<file path="src/rtl/core/cst_ram.sv">
`timescale 1ns / 1ps
`default_nettype none
// ----------------------------------------------------------------------------
// cst_ram
// Generic single-port RAM with registered read data.
// ----------------------------------------------------------------------------
module cst_ram #(
    parameter int WIDTH = 8,
    parameter int DEPTH = 16
) (
    input  wire logic                     clk,
    input  wire logic                     we,
    input  wire logic [$clog2(DEPTH)-1:0] addr,
    input  wire logic [WIDTH-1:0]         wdata,
    output logic      [WIDTH-1:0]         rdata
);

    logic [WIDTH-1:0] mem [DEPTH];

    always_ff @(posedge clk)
    begin
        if (we)
        begin
            mem[addr] <= wdata;
        end
        rdata <= mem[addr];
    end

endmodule
`default_nettype wire
</file>
<file path="config.mk">
export PLATFORM = sky130hd
export DESIGN_NAME = cst_ram
export DESIGN_NICKNAME = d
export VERILOG_FILES = /design/src/rtl/core/cst_ram.sv
export SDC_FILE = /design/constraint.sdc
export NUM_CORES = 1
export LEC_CHECK = 0
export CORE_MARGIN = 5
export CORE_UTILIZATION = 30
export DETAILED_ROUTE_END_ITERATION = 12
export DONT_BUFFER_PORTS = 1
export PLACE_DENSITY = 0.49
export SLEW_MARGIN = 10
export SYNTH_ARGS = -nofsm -noshare
export SYNTH_HDL_FRONTEND = slang
export SYNTH_SLANG_ARGS = --single-unit
</file>
<file path="constraint.sdc">
create_clock -name clk -period 2.1 [get_ports clk]
set_clock_uncertainty 0.05 [all_clocks]
set_input_delay 0.42 -clock clk [delete_from_list [all_inputs] [get_ports clk]]
set_output_delay 0.42 -clock clk [all_outputs]
set_load 0.005 [all_outputs]
</file>
Word-level counts from Yosys, hierarchy flattened
Memory sizes are Yosys's and may differ from the RTL's. A register that Yosys moved wholly into a read port is not among the register bits.
Cells that the tools add are included.
{"block": "classes", "add_sub_neg": 0, "multipliers": 0, "n_div": 0, "magnitude_cmp": 0, "eq_ne": 0, "n_shift": 0, "mux": 2, "bitwise": 0, "n_reduce_logical": 0}
{"op": "2-to-1 mux 1 bit", "count": 2}
{"block": "word_totals", "register_bits": 0, "latchBits": 0, "mem_bits_rw": 128, "mem_bits_ro": 0, "in_bits": 14, "output_inout_bits": 8, "word_cells": 3, "memories": 1}
{"memory": "mem", "words": 16, "word_bits": 8, "read_ports": 1, "rd_clocked_by_memory_dff": 1, "write_ports": 1, "line_no": "18", "text": "logic [WIDTH-1:0] mem [DEPTH];"}

Logic depth before layout (Yosys ltp)
{"block": "depth", "ltp_word": 2, "depth_mapped": 5, "mapped_depth_nobuf": 3}

Worst setup path before layout
Ideal clock, no wire load.
{"block": "synth_timing", "path_kind": "input port to flip-flop", "startpoint": "input addr[2]", "endpoint": "memory mem[0][0] (enable)", "setup_ps": 383, "arrival_time_ps": 1530, "required_ps": 1667, "slack_ps": 137, "stages": 2, "n_path_buf": 0, "cell_sequence": "or3b_2 -> nor3_1"}
{"item": "from (decl)", "line_no": "13", "text": "input wire logic [$clog2(DEPTH)-1:0] addr,"}
{"item": "to (decl)", "line_no": "18"}
No word-level cell before the write port.

==> flow_summary.toml <==
[layout]
drive_gt1_frac = 0.313
finalNetCount = 273
antenna_cells = 0
layout.cells.non_filler = 492
synthToLayoutAreaGrowth_pct = 19.3
design_area_sq_um = 6050

[place]
place.gp.congestion = 0.724
pre_cts_ws_ns = 0.465
placed_area_sq_um = 5440
placed_cells = 460
hpwl_um = 6640
portBuffers = 0

[logic_synthesis]
synth_top_area_frac = 0.759
yosysWarningCount = 0
synth.area.top_cells = "edfxtp_1 76%, mux4_2 14%, dfxtp_1 3.2%, a22oi_1 2.4%, nor2_1 0.96%"
synthCells = 230
yosysTopAreaCell = "edfxtp_1"
syn_nets = 244
ys_ff_latch = 136
ys_types = 18
yosysSeqAreaShare = 0.790
syn_avg_cell_area_sq_um = 22.0
syn_area_sq_um = 5070

[clock_tree]
cts_root_buf = "clkbuf_16"
clock_latency_ns = 0.41
cts.sinks = 136
cts_setup_buffers = 0
cts_tree = "yes"
cts_hold_buf = 0
htreeDepth = 4
clk_pin_slew_worst_paths_ns = 0.06
clockBufferDepth = 2
cts_made_buffers = 17
cts_resized = 0

[floorplanning]
die_w_um = 140
initial_core_util = 0.306
core_sq_um = 16600
die_h_um = 140
ios = 22
die-area_sq_um = 19600
rows = 47

[sta]
maxSlewViolCount = 0
max_slew_margin = 0.748
tightest_slew_ns = 0.378
fin_ws_ns = 0.683
final.setup.tns_ns = 0
finalSetupViolCount = 0
fmax_ghz = 0.706
hold_viol = 0
fin_crit_sh = 0.675
rsz0062_at_grt = "false"
layout_min_cycle_time_ns = 1.42

[routing]
m1WireLength_um = 4810
drcViolationCount = 0
vias = 2349
avgRoutedWirePerCell_um = 21.8
viasPerCell = 4.77
wl_um = 10700
dr.pass1.iters = 6
wl_met2_um = 5030
route.antenna.remaining_nets = 0
highest_layer = "met4"
route.met3.wl_um = 767
drt_iter0_markers = 299

[critical_path]
reg2regPathDepth = 3
cp_max_fo = 1
end_kind = "register"
worstSetupPathType = "register to register"
cp_data_arrival_time_ns = 1.66
worstPathRequired_ns = 2.34
cp-start-kind = "register"

[global_route]
first_global_vias = 2485
overflow = 0
grt_usage = 0.116
antenna_found_initial = 0
grt_pass1_wl_um = 16300
grt_max_degree = 40

[hold_path]
worstHoldPathCells = 0
hp-class = "input pin to register"

[power]
max-vdd-ir-drop_uv = 389
power.leakage_nw = 1.94
powerDensity_nw_per_um2 = 1030

[run_status]
status = "finished clean"

[flow_run]
drv_cap = 0
-- synthesized netlist by cell type, drive strengths merged --
cell and count:
nand2b 2, buf 8, edfxtp 128, nor2 13, dfxtp 8, nand3b 2
nand3 1, or3b 1, and2 1, nor2b 2, clkbuf 3, mux4 32
a22oi 16, nor3 4, nand2 9
-- power by group --
group	internal (mW)	switching [mW]	total [mW]
clock network	1.92	1.06	2.98
logic	0.0984	0.0790	0.177
registers	3.04	0.0199	3.06
-- critical path: stages (launching register included) --
cell      delay, ns
edfxtp_1       0.37
mux4_2         0.48
a22oi_1        0.33
nand2_1        0.08
-- placed cells by master (no fill, tap or decap), drive strengths merged --
cell type | Yosys | routed
nand3 | 1 | 1
nor2 | 13 | 13
a22oi | 16 | 16
and2 | 1 | 1
clkbuf | 3 | 20
dfxtp | 8 | 8
nand2 | 9 | 9
clkinv | 0 | 6
nand3b | 2 | 2
nand2b | 2 | 2
nor3 | 4 | 4
or3b | 1 | 1
bufinv | 0 | 3
nor2b | 2 | 2
clkinvlp | 0 | 3
buf | 8 | 21
mux4 | 32 | 32
edfxtp | 128 | 128
-- cells by family (layout without fill, tap and decap cells) --
family          after synthesis  count (layout)  synth area share
flops                       136             136             0.790
simple gates                 35              35            0.0321
mux                          32              32             0.142
compound gates               16              16            0.0237
buf+inv                      11              53            0.0119
-- worst paths after layout --
path	start	end	slack, ns
hold / removal	wdata[7]	mem[0][7]	0.05
setup / recovery	mem[11][2]	rdata[2]	0.68
setup reg to reg	mem[11][2]	rdata[2]	0.68
hold reg to reg	mem[13][4]	rdata[4]	0.63
-- metal layers --
metal,global-route usage,up-vias
met5,0,-
met3,0.0559,12
met2,0.174,66
met4,0.0382,0
met1,0.149,1253
li1,-,1018
-- per-stage QoR --
step	hold slack (ns)	power (mW)	utilization
2_1_floorplan	0.469	3.26	-
3_3_place_gp	0.471	3.29	0.328
3_5_place_dp	0.471	3.29	0.328
4_1_cts	0.0321	6.29	0.365
5_1_grt	0.0270	6.43	0.365
6_report	0.0543	6.21	0.365
-- layout make-up --
cell class	count	area (sq um)
clock buffer	20	457
clock inverter	12	150
fill	1536	10500
multi-input combinational	83	1000
sequential	136	4000
tap	220	275
timing repair buffer	21	158
-- flip-flops by register name, indices dropped and copies added (netlist names) --
signal  cells
mem       128
rdata       8
(Power assumes the default switching activity.)
